File: src/rtl/b64d_pkg.sv
package b64d_pkg;

  localparam int QueueDepthDefault = 4;

  typedef struct packed {
    logic [7:0] char_code;
    logic       has_char;
    logic       end_of_text;
  } char_item_t;

  typedef struct packed {
    logic [7:0] data_byte;
    logic       byte_present;
    logic       last_of_text;
  } byte_item_t;

  // one group of decoded bytes, most significant byte first
  // nbytes of zero stands for an empty end marker
  typedef struct packed {
    logic [23:0] bytes;
    logic [1:0]  nbytes;
    logic        last;
  } group_t;

  typedef struct packed {
    logic   empty;
    logic   full;
    group_t head;
  } queue_status_t;

endpackage

File: src/rtl/base64_stream_decoder.sv
// channel   direction  payload       handshake
// char      in         char_item_t   char_valid / char_stall
// byte      out        byte_item_t   byte_valid / byte_stall
//
// one character is taken per cycle while the group queue has room
// each result leaves the output register one per cycle while byte_stall is low,
// so a full group holds the queue head until its bytes leave: 3 bytes per 4 chars
// reset clears decode state, the queue pointers and the output valid
// char_stall rises only when the group queue is full
module base64_stream_decoder #(
  parameter int QueueDepth = b64d_pkg::QueueDepthDefault
) (
  input  logic                  clk,
  input  logic                  rst,
  input  logic                  char_valid,
  output logic                  char_stall,
  input  b64d_pkg::char_item_t  char_data,
  output logic                  byte_valid,
  input  logic                  byte_stall,
  output b64d_pkg::byte_item_t  byte_data
);
  import b64d_pkg::*;

  logic          push;
  logic          pop;
  group_t        push_group;
  queue_status_t status;

  b64d_front u_front (
    .clk        (clk),
    .rst        (rst),
    .char_valid (char_valid),
    .char_stall (char_stall),
    .char_data  (char_data),
    .queue_full (status.full),
    .push       (push),
    .push_group (push_group)
  );

  b64d_queue #(
    .Depth (QueueDepth)
  ) u_queue (
    .clk        (clk),
    .rst        (rst),
    .push       (push),
    .push_group (push_group),
    .pop        (pop),
    .status     (status)
  );

  b64d_back u_back (
    .clk        (clk),
    .rst        (rst),
    .status     (status),
    .pop        (pop),
    .byte_valid (byte_valid),
    .byte_stall (byte_stall),
    .byte_data  (byte_data)
  );

endmodule

File: src/rtl/b64d_front.sv
module b64d_front (
  input  logic                  clk,
  input  logic                  rst,
  input  logic                  char_valid,
  output logic                  char_stall,
  input  b64d_pkg::char_item_t  char_data,
  input  logic                  queue_full,
  output logic                  push,
  output b64d_pkg::group_t      push_group
);
  import b64d_pkg::*;

  typedef struct packed {
    logic       ok;
    logic [5:0] value;
  } sextet_t;

  function automatic sextet_t sextet_of(input logic [7:0] c);
    sextet_t s;
    s.ok    = 1'b1;
    s.value = 6'd0;
    if (c >= "A" && c <= "Z") begin
      s.value = 6'(c - 8'd65);
    end else if (c >= "a" && c <= "z") begin
      s.value = 6'(c - 8'd71);
    end else if (c >= "0" && c <= "9") begin
      s.value = 6'(c + 8'd4);
    end else if (c == "+") begin
      s.value = 6'd62;
    end else if (c == "/") begin
      s.value = 6'd63;
    end else begin
      s.ok = 1'b0;
    end
    return s;
  endfunction

  logic [1:0]  sextet_count, sextet_count_next;
  logic [17:0] held_sextets, held_sextets_next;
  logic        halted, halted_next;

  sextet_t     sx;
  logic        accept;
  logic        take;
  logic        complete;
  logic [1:0]  count_after;
  logic [17:0] held_after;

  assign char_stall = queue_full;
  assign accept     = char_valid && !char_stall;

  always_comb begin
    sx       = sextet_of(char_data.char_code);
    take     = char_data.has_char && !halted && sx.ok;
    complete = take && (sextet_count == 2'd3);

    halted_next = halted;
    if (char_data.has_char && !halted && !sx.ok) begin
      halted_next = 1'b1;
    end

    count_after = sextet_count;
    held_after  = held_sextets;
    if (complete) begin
      count_after = 2'd0;
      held_after  = 18'd0;
    end else if (take) begin
      count_after = sextet_count + 2'd1;
      held_after  = {held_sextets[11:0], sx.value};
    end

    push_group.bytes  = {held_sextets, sx.value};
    push_group.nbytes = 2'd3;
    push_group.last   = char_data.end_of_text;
    if (!complete) begin
      push_group.last = 1'b1;
      case (count_after)
        2'd2: begin
          push_group.bytes  = {held_after[11:0], 12'd0};
          push_group.nbytes = 2'd1;
        end
        2'd3: begin
          push_group.bytes  = {held_after, 6'd0};
          push_group.nbytes = 2'd2;
        end
        default: begin
          push_group.bytes  = 24'd0;
          push_group.nbytes = 2'd0;
        end
      endcase
    end

    push = accept && (complete || char_data.end_of_text);

    sextet_count_next = count_after;
    held_sextets_next = held_after;
    if (char_data.end_of_text) begin
      sextet_count_next = 2'd0;
      held_sextets_next = 18'd0;
      halted_next       = 1'b0;
    end
  end

  always_ff @(posedge clk) begin
    if (rst) begin
      sextet_count <= 2'd0;
      held_sextets <= 18'd0;
      halted       <= 1'b0;
    end else if (accept) begin
      sextet_count <= sextet_count_next;
      held_sextets <= held_sextets_next;
      halted       <= halted_next;
    end
  end

endmodule

File: src/rtl/b64d_queue.sv
module b64d_queue #(
  parameter int Depth = b64d_pkg::QueueDepthDefault
) (
  input  logic                    clk,
  input  logic                    rst,
  input  logic                    push,
  input  b64d_pkg::group_t        push_group,
  input  logic                    pop,
  output b64d_pkg::queue_status_t status
);
  import b64d_pkg::*;

  localparam int PtrW = (Depth > 1) ? $clog2(Depth) : 1;
  localparam int CntW = $clog2(Depth + 1);

  group_t          mem [Depth];
  logic [PtrW-1:0] wr_ptr;
  logic [PtrW-1:0] rd_ptr;
  logic [CntW-1:0] count;

  always_comb begin
    status.empty = (count == '0);
    status.full  = (count == CntW'(Depth));
    status.head  = mem[rd_ptr];
  end

  always_ff @(posedge clk) begin
    if (push) begin
      mem[wr_ptr] <= push_group;
    end
  end

  always_ff @(posedge clk) begin
    if (rst) begin
      wr_ptr <= '0;
      rd_ptr <= '0;
      count  <= '0;
    end else begin
      if (push) begin
        wr_ptr <= (wr_ptr == PtrW'(Depth - 1)) ? '0 : wr_ptr + 1'b1;
      end
      if (pop) begin
        rd_ptr <= (rd_ptr == PtrW'(Depth - 1)) ? '0 : rd_ptr + 1'b1;
      end
      if (push && !pop) begin
        count <= count + 1'b1;
      end else if (pop && !push) begin
        count <= count - 1'b1;
      end
    end
  end

endmodule

File: src/rtl/b64d_back.sv
module b64d_back (
  input  logic                    clk,
  input  logic                    rst,
  input  b64d_pkg::queue_status_t status,
  output logic                    pop,
  output logic                    byte_valid,
  input  logic                    byte_stall,
  output b64d_pkg::byte_item_t    byte_data
);
  import b64d_pkg::*;

  logic [1:0] idx;
  logic       advance;
  logic       final_one;
  logic [7:0] sel_byte;

  always_comb begin
    advance   = !status.empty && (!byte_valid || !byte_stall);
    final_one = (status.head.nbytes == 2'd0) || (idx == status.head.nbytes - 2'd1);
    pop       = advance && final_one;
    case (idx)
      2'd0:    sel_byte = status.head.bytes[23:16];
      2'd1:    sel_byte = status.head.bytes[15:8];
      2'd2:    sel_byte = status.head.bytes[7:0];
      default: sel_byte = 8'd0;
    endcase
  end

  always_ff @(posedge clk) begin
    if (rst) begin
      byte_valid <= 1'b0;
      idx        <= 2'd0;
    end else begin
      if (advance) begin
        byte_valid <= 1'b1;
        idx        <= final_one ? 2'd0 : idx + 2'd1;
      end else if (!byte_stall) begin
        byte_valid <= 1'b0;
      end
    end
  end

  always_ff @(posedge clk) begin
    if (advance) begin
      byte_data.data_byte    <= (status.head.nbytes == 2'd0) ? 8'd0 : sel_byte;
      byte_data.byte_present <= (status.head.nbytes != 2'd0);
      byte_data.last_of_text <= status.head.last && final_one;
    end
  end

endmodule
File: config.mk
export PLATFORM = sky130hd
export DESIGN_NAME = base64_stream_decoder
export DESIGN_NICKNAME = d
export VERILOG_FILES = /design/src/rtl/b64d_pkg.sv /design/src/rtl/base64_stream_decoder.sv /design/src/rtl/b64d_front.sv /design/src/rtl/b64d_queue.sv /design/src/rtl/b64d_back.sv
export SDC_FILE = /design/constraint.sdc
export NUM_CORES = 1
export LEC_CHECK = 0
export ABC_CLOCK_PERIOD_IN_PS = 3600
export BUFFER_PORTS_ARGS = -buffer_cell sky130_fd_sc_hd__buf_2
export CORE_ASPECT_RATIO = 1.75
export CORE_MARGIN = 1
export CORE_UTILIZATION = 40
export CTS_BUF_LIST = sky130_fd_sc_hd__clkbuf_8
export DETAILED_ROUTE_END_ITERATION = 8
export HOLD_SLACK_MARGIN = 0.1
export PLACE_DENSITY_LB_ADDON = 0.15
export SLEW_MARGIN = 10
export SYNTH_ARGS = -nofsm -noshare
export SYNTH_HDL_FRONTEND = slang
export SYNTH_HIERARCHICAL = 1
export SYNTH_SLANG_ARGS = --single-unit
export TNS_END_PERCENT = 30
File: constraint.sdc
create_clock -name clk -period 3.6 [get_ports clk]
set_input_delay 0.18 -clock clk [delete_from_list [all_inputs] [get_ports clk]]
set_output_delay 0.18 -clock clk [all_outputs]
set_load 0.02 [all_outputs]
==> impl_metrics.tcl, run 1 <==
set metrics [dict create \
    status "completed" \
    ant_nets 0 \
    min_from "rst" \
    grt_max_degree 35 \
    synth_area_mm2 0.00695 \
    synth_nets 531 \
    holdPathStages 2 \
    r2r-end "u_queue/count[2]" \
    wl_per_cell_um 20.2 \
    worstMarginPinSlew_ns 0.653 \
    synth_top_family_by_area "compound AO/OA/AOI/OAI gates" \
    dr.pass1.iters 5 \
    synth_cells 495 \
    clock_sinks 151 \
    core_area_mm2 0.0169 \
    p_leak_uw 0.00261 \
    max_slew_margin_pct 56.5 \
    max_cap_violations 0 \
    worstPathMaxFanout 3 \
    hold_class "input port to flip-flop" \
    area_growth_pct 10.9 \
    cts_root_buffer "clkbuf_8" \
    htree_num_levels 4 \
    rsz0062_at_grt "false" \
    tns_ns 0 \
    die_area_mm2 0.0179 \
    grtUsageTotal_pct 19.1 \
    grt_pass1_wl_mm 24.9 \
    insertion_delay_ns 0.45 \
    cp.arrival_ns 3.67 \
    die-height_um 176 \
    setup_viol 0 \
    synthMuxAreaShare_pct 10.7 \
    gp_congestion 0.874 \
    ys_ff_latch 151 \
    clkSlewWorstSetupHoldPaths_ns 0.09 \
    drive_gt1_share_pct 19.0 \
    drt-total-wl_mm 15.7 \
    antenna_cells 0 \
    fin_nets 571 \
    pre_cts_slack_ns 0.231 \
    wl_met3_um 426 \
    viasPerCell 5.58 \
    path_class "flip-flop to flip-flop" \
    pwr_density_cell_mw_per_mm2 569 \
    fp.dieW_um 102 \
    dr_wl_met2_mm 8.78 \
    drc 0 \
    ys_warn_count 6 \
    top_layer "met4" \
    synth_edf_count 118 \
    fin_skew_ns 0.0143 \
    antenna_found_initial 0 \
    cp-end-kind "flip-flop" \
    grt_pass1_vias 4471 \
    slew_viol_final 0 \
    grt_overflow 0 \
    hold_viol 0 \
    drtIter0Drc 307 \
    io_buffers 25 \
    tritoncts "yes" \
    synthSimpleGateAreaFrac_pct 9.24 \
    synth_compound_area_share_pct 11.2 \
    rows 63 \
    peakVddDrop_mv 0.355 \
    synth.avg_cell_area_um2 14.0 \
    worstPathRequired_ns 3.97 \
    ys_async_sr_fraction_pct 0 \
    clockBufferDepth 2 \
    detailed_place_hpwl_mm 11.2 \
    fmax_mhz 303 \
    synth_xor_area_share_pct 0.882 \
    synth_cell_types 64 \
    vias 4328 \
    reg2reg_depth 13 \
    cts_buffers 17 \
    fin_util_pct 45.5 \
    fin_crit_ns 3.30 \
    hold_end "u_front/held_sextets[10]" \
    ys_seq_area_share_pct 60.5 \
    synth_flop_cell "edfxtp_1" \
    setup_ws_ns 0.299 \
    r2r_slack_ns 0.30 \
    min_period_over_period_pct 91.7 \
    io_pins 26 \
    whs_ns 0.245 \
    start_util_pct 41.0 \
    drt-met1-wl_mm 6.06 \
    cp-start-kind "flip-flop" \
    yosys.area_share.adder_pct 4.07 \
]
-- worst max path at each step --
stage / from / to / cells after the start / slack [ns]
2_1_floorplan: char_data[3] / u_queue/count[2] / 17 / 0.08
3_3_place_gp: char_data[4] / u_queue/count[2] / 16 / 0.36
3_5_place_dp: char_data[4] / u_queue/count[2] / 16 / 0.23
4_1_cts: flip-flop / u_queue/count[2] / 13 / 0.32
5_1_grt: flip-flop / u_queue/count[2] / 13 / 0.13
6_report: flip-flop / u_queue/count[2] / 13 / 0.30
-- layout by cell type, fill, tap and decap left out, drive strengths merged, types with 3 or more instances in the layout --
| cell type | n |
|---|---|
| mux4 | 27 |
| a221o | 4 |
| and3 | 4 |
| or2 | 3 |
| mux2i | 8 |
| o21ai | 13 |
| a222oi | 10 |
| edfxtp | 118 |
| nor2 | 48 |
| inv | 25 |
| nor2b | 9 |
| nand2 | 27 |
| a22oi | 19 |
| clkbuf | 17 |
| a21o | 3 |
| nor3 | 7 |
| xnor2 | 4 |
| a31oi | 3 |
| buf | 43 |
| xor2 | 3 |
| clkinv | 4 |
| nand3 | 9 |
| nand2b | 5 |
| nand4 | 3 |
| nor3b | 3 |
| dlygate4sd3 | 3 |
| clkinvlp | 6 |
| ha | 21 |
| a21oi | 11 |
| and2 | 9 |
| a22o | 4 |
| dfxtp | 33 |
-- worst max-delay path, cell delays in order, from the launching register on --
cell     delay [ns]
dfxtp_2        0.37
mux4_1         0.62
inv_1          0.09
ha_1           0.24
xnor2_1        0.24
o21a_1         0.22
nor2_1         0.09
inv_1          0.10
ha_1           0.19
inv_1          0.06
fa_1           0.38
xor2_1         0.17
or3_1          0.31
a21oi_1        0.16
-- Yosys cell counts, drive strengths merged (4+ instances only) --
library cell    n  area, um2
ha             21        263
nor2b           9       56.3
edfxtp        118       3540
xnor2           4       35.0
nor2           48        180
mux4           27        634
nand3           9       45.0
dfxtp          33        661
nand2b          5       31.3
nand2          27        101
nor3            7       35.0
and3            4       25.0
a22oi          19        143
a22o            4       35.0
clkbuf          9       33.8
a221o           4       40.0
and2            9       56.3
o21ai          13       72.6
buf            16        125
a222oi         10        100
a21oi          11       55.1
mux2i           8       80.1
inv            20       75.1
-- metrics by stage --
step	total power (uW)	cell area, um2	std cells
after CTS	4450	7700	775
after detailed placement	3330	7330	740
after floorplan	3040	6950	495
after global routing	4620	7700	775
after global placement	3310	7330	740
final	4390	7700	775
-- power by group --
part           switching, uW  internal [uW]  leakage [uW]
Clock                    640            475      0.000160
Sequential              67.3           2050       0.00131
Combinational            675            476       0.00114
-- layer usage --
| layer | vias up | track usage [%] |
|---|---|---|
| met5 | - | 0 |
| met4 | 0 | 8.76 |
| met3 | 26 | 2.97 |
| met2 | 97 | 34.9 |
| met1 | 2189 | 21.4 |
| li1 | 2016 | - |
-- layout make-up --
class,instances,area (um2)
fill,1529,9240
sequential,151,4210
multi-input combinational,299,2510
timing repair buffer,46,290
tap,227,284
clock buffer,17,234
clock inverter,15,106
inverter,20,75.1
-- repair_timing --
item | CTS | global route
hold endpoints to repair | 2 | 0
resized for setup | 0 | 0
hold buffers | 3 | 0
setup buffers | 0 | 0
-- registers in the layout, summed over array words and instances, names as in the netlist, named ones only --
register and flops:
u_back/byte_data 10, u_back/byte_valid 1, u_back/idx 2, u_front/halted 1, u_front/held_sextets 18, u_front/sextet_count 2, u_queue/count 3, u_queue/mem 108
u_queue/rd_ptr 2, u_queue/wr_ptr 2
-- cells by family after synthesis --
family,Yosys count
XOR/XNOR,7
buffers and inverters,45
multiplexers,37
AND/OR/NAND/NOR,134
AO/OA/AOI/OAI,99
flip-flops,151
adder cells (fa/ha/maj),22
(Power assumes the default switching activity.)
==> run 2, diff against run 1 <==
--- a/config.mk
+++ b/config.mk
@@ -5,6 +5,7 @@
 export SDC_FILE = /design/constraint.sdc
 export NUM_CORES = 1
 export LEC_CHECK = 0
+export ABC_AREA = 1
 export ABC_CLOCK_PERIOD_IN_PS = 3600
 export BUFFER_PORTS_ARGS = -buffer_cell sky130_fd_sc_hd__buf_2
 export CORE_ASPECT_RATIO = 1.75
==> run 2 against run 1 <==
Compared with the run above: non-clock buffer count shrank 10; die area grew 8.7%; count of clock-buffer cells in the layout did not move; combinational power up 42%; fmax up 15%; design area rose by 6.3%; worst hold slack got worse by 0.096 ns; synthesized cell count increased by 62%; cell count is 38% higher; worst setup slack better by 0.42 ns.
==> impl_metrics.tcl, run 2 <==
set metrics [dict create \
    wl_per_cell_um 16.9 \
    r2r-end "u_queue/count[1]" \
    synth_most_common_cell "nand2_1" \
    max_slew_margin_pct 55.3 \
    drive_gt1_share_pct 15.0 \
    ys_seq_area_share_pct 55.6 \
    grt_overflow 0 \
    worst-path-stages 18 \
    cp_top_family "adder cells" \
    ant_nets 0 \
    worstMarginPinSlew_ns 0.671 \
    dr.pass1.iters 5 \
    synth.avg_cell_area_um2 9.44 \
    p_leak_uw 0.00320 \
    layout_common_cells "216 x nand2_1, 118 x edfxtp_1, 79 x nor2_1, 53 x inv_1, 43 x o21ai_0" \
    drc 0 \
    die-height_um 184 \
    ff_latch_area_mm2 0.00421 \
    antenna_found_initial 0 \
    slew_viol_final 0 \
    cts_root_buffer "clkbuf_8" \
    ys_warn_count 6 \
    min_period_over_period_pct 79.9 \
    synth_cells 801 \
    ys_async_sr_fraction_pct 0 \
    detailed_place_hpwl_mm 12.4 \
    critPathSlowestCell "fa_1" \
    reg2reg_depth 18 \
    synth_cell_types 42 \
    regMostFlops "u_queue/mem" \
    hold_viol 0 \
    setup_viol 0 \
    rows 66 \
    cts_setup_buffers 0 \
    viasPerCell 5.15 \
    vias 5517 \
    drtIter0Drc 312 \
    cp-end-kind "flip-flop" \
    synth_top_cell_area_share_pct 46.8 \
    area_growth_pct 8.25 \
    max_cap_violations 0 \
    fin_crit_ns 2.88 \
    fmax_mhz 348 \
    max_stage_delay_ns 0.41 \
    htree_num_levels 4 \
    p_total_uw 5100 \
    postCtsHoldBufs 2 \
    synth_flop_cell "edfxtp_1" \
    hold_class "input port to flip-flop" \
    rsz0062_at_grt "false" \
    clkSlewWorstSetupHoldPaths_ns 0.08 \
    grtUsageTotal_pct 20.0 \
    io_buffers 25 \
    insertion_delay_ns 0.44 \
    synth_edf_count 118 \
    grt_pass1_vias 5671 \
    synth_area_leaders "edfxtp_1 47%, nand2_1 11%, dfxtp_1 8.7%" \
    top_regs "u_queue/mem (108), u_front/held_sextets (18), u_back/byte_data (10)" \
    largest_reg_flops 108 \
    start_util_pct 40.7 \
    ys_ff_latch 151 \
    tns_ns 0 \
    crit_chain "inv_8 -> o21ai_0 -> o22ai_1 -> inv_2 -> ha_1 -> inv_1 -> nand2_1 -> nand2_1 -> nand2_2 -> nand2_2 -> nand2_2 -> inv_2 -> inv_1 -> ha_1 -> inv_1 -> fa_1 -> o21ai_0 -> nor2_1" \
    cts_buffers 17 \
    cts_resized 0 \
    fp.dieW_um 106 \
    gp_congestion 0.818 \
    synth_area_mm2 0.00756 \
    layout.cells.most_common "nand2_1" \
    cp-endpoint "u_queue/count[1]" \
    status "completed" \
    grt_pass1_wl_mm 29.3 \
    peakVddDrop_mv 0.343 \
    path_buf_inv 6 \
    fin_skew_ns 0.0140 \
    grt_max_degree 55 \
    io_pins 26 \
    place_area_mm2 0.00777 \
    core_area_mm2 0.0186 \
    drt-total-wl_mm 18.1 \
    nFillCells 1795 \
    fin_nets 858 \
    synth_nets 837 \
    clockBufferDepth 2 \
    path_class "flip-flop to flip-flop" \
    pwr_density_cell_mw_per_mm2 622 \
    fin_area_mm2 0.00819 \
    cp-start-kind "flip-flop" \
    synth_common_cells "216 x nand2_1, 118 x edfxtp_1, 79 x nor2_1, 51 x inv_1, 43 x o21ai_0" \
    antenna_cells 0 \
    clock_sinks 151 \
    die_area_mm2 0.0195 \
    worstPathRequired_ns 3.94 \
    yosys.area.top_type "edfxtp_1" \
    cp.arrival_ns 3.22 \
    worstPathMaxFanout 54 \
    multi_input_area_mm2 0.00282 \
    tritoncts "yes" \
    r2r_slack_ns 0.72 \
]
[run 2: cell types whose count changed in the layout (fill, tap and decap cells not counted), moves of 11 or more]
cell and delta:
inv_1 +32, o22ai_1 +25, mux4_2 -20, a21oi_1 +11, nand2_2 +18, o21ai_0 +32, o21ai_1 +26, a22oi_1 -19
nand2_1 +189, nor2_1 +31, inv_2 +12, nand3_1 +28
[run 2: layer usage]
| layer | GRT usage [%] | wire length, um | up-vias |
|---|---|---|---|
| li1 | - | - | 2721 |
| met1 | 21.2 | 7020 | 2655 |
| met2 | 37.8 | 10100 | 109 |
| met3 | 3.26 | 466 | 32 |
| met4 | 9.67 | 539 | 0 |
| met5 | 0 | 0 | - |
[run 2: logic make-up (layout without fill, tap and decap cells)]
logic type / Yosys count / in the layout / synth area share [%]
buf+inv: 100 / 133 / 7.16
xor+xnor: 8 / 8 / 0.926
flops: 151 / 151 / 55.6
simple gates: 391 / 391 / 23.1
fa+ha+maj: 22 / 22 / 3.74
compound gates: 129 / 129 / 9.50
[run 2: worst min path at each step]
stage                 startpoint  cells past startpoint  slack (ns)           endpoint
global route        char_data[1]                      4        0.16     u_front/halted
CTS                 char_data[1]                      4        0.12     u_front/halted
detailed placement    byte_stall                      3        0.46  u_back/byte_valid
floorplan                    rst                      1        0.25  u_back/byte_valid
finish              char_data[1]                      4        0.15     u_front/halted
global placement      byte_stall                      3        0.46  u_back/byte_valid
[run 2: worst min-delay path: cells and delay by family]
family / cells / cell delay, ns
buf+inv: 2 / 0.17
simple gates: 1 / 0.12
compound gates: 1 / 0.07
[run 2: area by class of cell]
cell class	count	share of cell area, %
clock buffer	17	2.86
clock inverter	14	1.96
inverter	66	3.18
multi-input combinational	550	34.4
sequential	151	51.4
tap	238	3.64
timing repair buffer	36	2.60
[run 2: through the flow]
stage	util [%]	setup WS (ns)	hold WS, ns	cells
3_3_place_gp	41.8	0.617	0.458	1039
2_1_floorplan	-	0.771	0.249	801
5_1_grt	44.1	0.397	0.160	1072
4_1_cts	44.1	0.690	0.122	1072
3_5_place_dp	41.8	0.548	0.465	1039
6_report	44.1	0.723	0.150	1072
[run 2: power breakdown]
| part | internal [uW] | switching (uW) |
|---|---|---|
| Combinational | 488 | 1140 |
| Clock | 676 | 630 |
| Sequential | 2080 | 82.4 |
==> run 3, diff against run 2 <==
--- a/config.mk
+++ b/config.mk
@@ -6,7 +6,7 @@
 export NUM_CORES = 1
 export LEC_CHECK = 0
 export ABC_AREA = 1
-export ABC_CLOCK_PERIOD_IN_PS = 3600
+export ABC_CLOCK_PERIOD_IN_PS = 2400
 export BUFFER_PORTS_ARGS = -buffer_cell sky130_fd_sc_hd__buf_2
 export CORE_ASPECT_RATIO = 1.75
 export CORE_MARGIN = 1
==> constraint.sdc (replaced) <==
create_clock -name clk -period 2.4 [get_ports clk]
set_input_delay 0.12 -clock clk [delete_from_list [all_inputs] [get_ports clk]]
set_output_delay 0.12 -clock clk [all_outputs]
set_load 0.02 [all_outputs]
==> run 3 against run 2 <==
Compared with the run above: the run now ends with setup timing left; worst setup slack worse by 0.78 ns; sequential share of layout area decreased by 3.2 points; cell count grew 4.6%; clock power rose by 50%; total power is 58% higher; highest routed layer unchanged.
==> impl_metrics.tcl, run 3 (same netlist as run 2, synthesis figures left out) <==
set metrics [dict create \
    layout_common_cells "212 x nand2_1, 118 x edfxtp_1, 77 x nor2_1, 50 x buf_4, 44 x inv_1" \
    drive_gt1_share_pct 22.4 \
    fin_crit_ns 2.45 \
    path_class "flip-flop to flip-flop" \
    use_met1_pct 20.3 \
    pre_cts_slack_ns -0.169 \
    dr.pass1.iters 5 \
    intPower_uw 5090 \
    p_total_uw 8050 \
    grt_pass1_vias 5866 \
    met3_usage_pct 3.51 \
    cp-start-kind "flip-flop" \
    area_growth_pct 15.5 \
    setup_ws_ns -0.0536 \
    pwr_density_cell_mw_per_mm2 921 \
    ant_nets 0 \
    cp.arrival_ns 2.80 \
    min_period_over_period_pct 102 \
    dp_cells 1081 \
    clockBufferDepth 2 \
    htree_num_levels 4 \
    die-height_um 184 \
    max_slew_margin_pct 64.3 \
    grt_max_degree 49 \
    sw_frac_of_total_pct 36.7 \
    sequentialPowerShare_pct 40.5 \
    cts_root_buffer "clkbuf_8" \
    grt_overflow 0 \
    cp-end-kind "flip-flop" \
    grt_busiest_layer "met2" \
    antenna_cells 0 \
    place_area_mm2 0.00823 \
    antenna_found_initial 0 \
    clkSlewWorstSetupHoldPaths_ns 0.08 \
    grt_pass1_wl_mm 28.9 \
    violations "setup timing" \
    largest_reg_flops 108 \
    regMostFlops "u_queue/mem" \
    layout.cells.most_common "nand2_1" \
    gp_congestion 0.876 \
    whs_ns 0.185 \
    grtUsageTotal_pct 19.5 \
    worstPathMaxFanout 6 \
    clock_sinks 151 \
    wl_per_cell_um 15.9 \
    io_pins 26 \
    fin_area_mm2 0.00874 \
    worstPathRequired_ns 2.74 \
    power_frac_clock_pct 24.4 \
    fin_nets 906 \
    core_area_mm2 0.0186 \
    use_met2_pct 36.9 \
    fmax_mhz 408 \
    peakVddDrop_mv 0.531 \
    rows 66 \
    drtIter0Drc 364 \
    io_buffers 25 \
    slew_viol_final 0 \
    drt-total-wl_mm 17.8 \
    vias 5691 \
    worstMarginPinSlew_ns 0.535 \
    rsz0062_at_grt "true" \
    hold_class "input port to flip-flop" \
    status "finished with violations" \
    setup_viol 2 \
    insertion_delay_ns 0.44 \
    comb_power_share_pct 35.2 \
    max_cap_violations 0 \
    start_util_pct 40.7 \
    top_regs "u_queue/mem (108), u_front/held_sextets (18), u_back/byte_data (10)" \
    p_sw_uw 2950 \
    fp.dieW_um 106 \
    fin_skew_ns 0.0124 \
    cts_buffers 17 \
    drc 0 \
    p_leak_uw 0.00341 \
    hold_viol 0 \
    viasPerCell 5.08 \
    layout.cells.non_filler 1121 \
    tritoncts "yes" \
    die_area_mm2 0.0195 \
    detailed_place_hpwl_mm 12.3 \
]
-- run 3: changes by cell type in the layout (fill, tap and decap cells not counted), moves of 3 or more --
| cell | before | now |
|---|---|---|
| inv_1 | 53 | 44 |
| o21ai_0 | 43 | 39 |
| nand2_1 | 216 | 212 |
| buf_4 | 9 | 50 |
| buf_12 | 0 | 6 |
| nand2_2 | 18 | 22 |
| clkinvlp_4 | 3 | 7 |
| o21ai_2 | 1 | 4 |
-- run 3: power groups by stage --
stage	clock [uW]	sequential, uW	combinational (uW)
2_1_floorplan	0	3390	1880
3_3_place_gp	0	3300	2630
3_5_place_dp	0	3310	2680
4_1_cts	2000	3250	2720
5_1_grt	2120	3280	3200
6_report	1960	3260	2830
-- run 3: final cells by class --
type                       instances  area, um2
clock buffer                      17        234
tap                              238        298
inverter                          66        278
sequential                       151       4210
timing repair buffer              84        651
clock inverter                    15        168
multi-input combinational        550       2900
fill                            1785       9840
-- run 3: critical path, cell delays in order, from the launching register on --
cell and delay, ns:
dfxtp_4 0.41, o21ai_2 0.07, o22ai_2 0.20, inv_2 0.08
ha_4 0.26, inv_1 0.05, nand2_2 0.06, nand2_2 0.05
nand2_2 0.06, nand2_2 0.06, nand2_2 0.08, inv_2 0.05
inv_4 0.07, ha_4 0.13, inv_2 0.04, fa_2 0.37
inv_2 0.06, nand2_2 0.04, nand3_1 0.06, nand2_1 0.06
inv_1 0.07, nor2_2 0.04
-- run 3: per-layer routing --
layer	vias to the layer above	wire, um
li1	2828	-
met1	2701	6970
met2	132	9670
met3	30	562
met4	0	588
met5	-	0
-- run 3: worst paths after layout --
| kind | startpoint | endpoint | slack [ns] | cells past startpoint |
|---|---|---|---|---|
| worst max-delay path | flip-flop | u_queue/count[2] | -0.05 | 21 |
| worst min-delay path | rst | u_front/held_sextets[15] | 0.19 | 3 |
| worst max register to register | flip-flop | u_queue/count[2] | -0.05 | 21 |
| worst min register to register | u_back/byte_valid | u_back/byte_valid | 0.48 | 2 |
-- run 3: timing repair --
| action | 4_1_cts | 5_1_grt |
|---|---|---|
| buffers inserted | 1 | 4 |
| pin swaps | 1 | 6 |
| setup endpoints to repair | 2 | 2 |
| hold endpoints to repair | 7 | 0 |
| hold buffers | 3 | 0 |
| gates resized for setup | 6 | 12 |
-- run 3: stage by stage --
stage | TNS, ns | utilization, %
after detailed placement | -0.598 | 44.3
after floorplan | -0.119 | -
after global placement | -0.0895 | 44.3
after global routing | -0.408 | 47.0
after CTS | 0 | 46.7
final | -0.0667 | 47.0
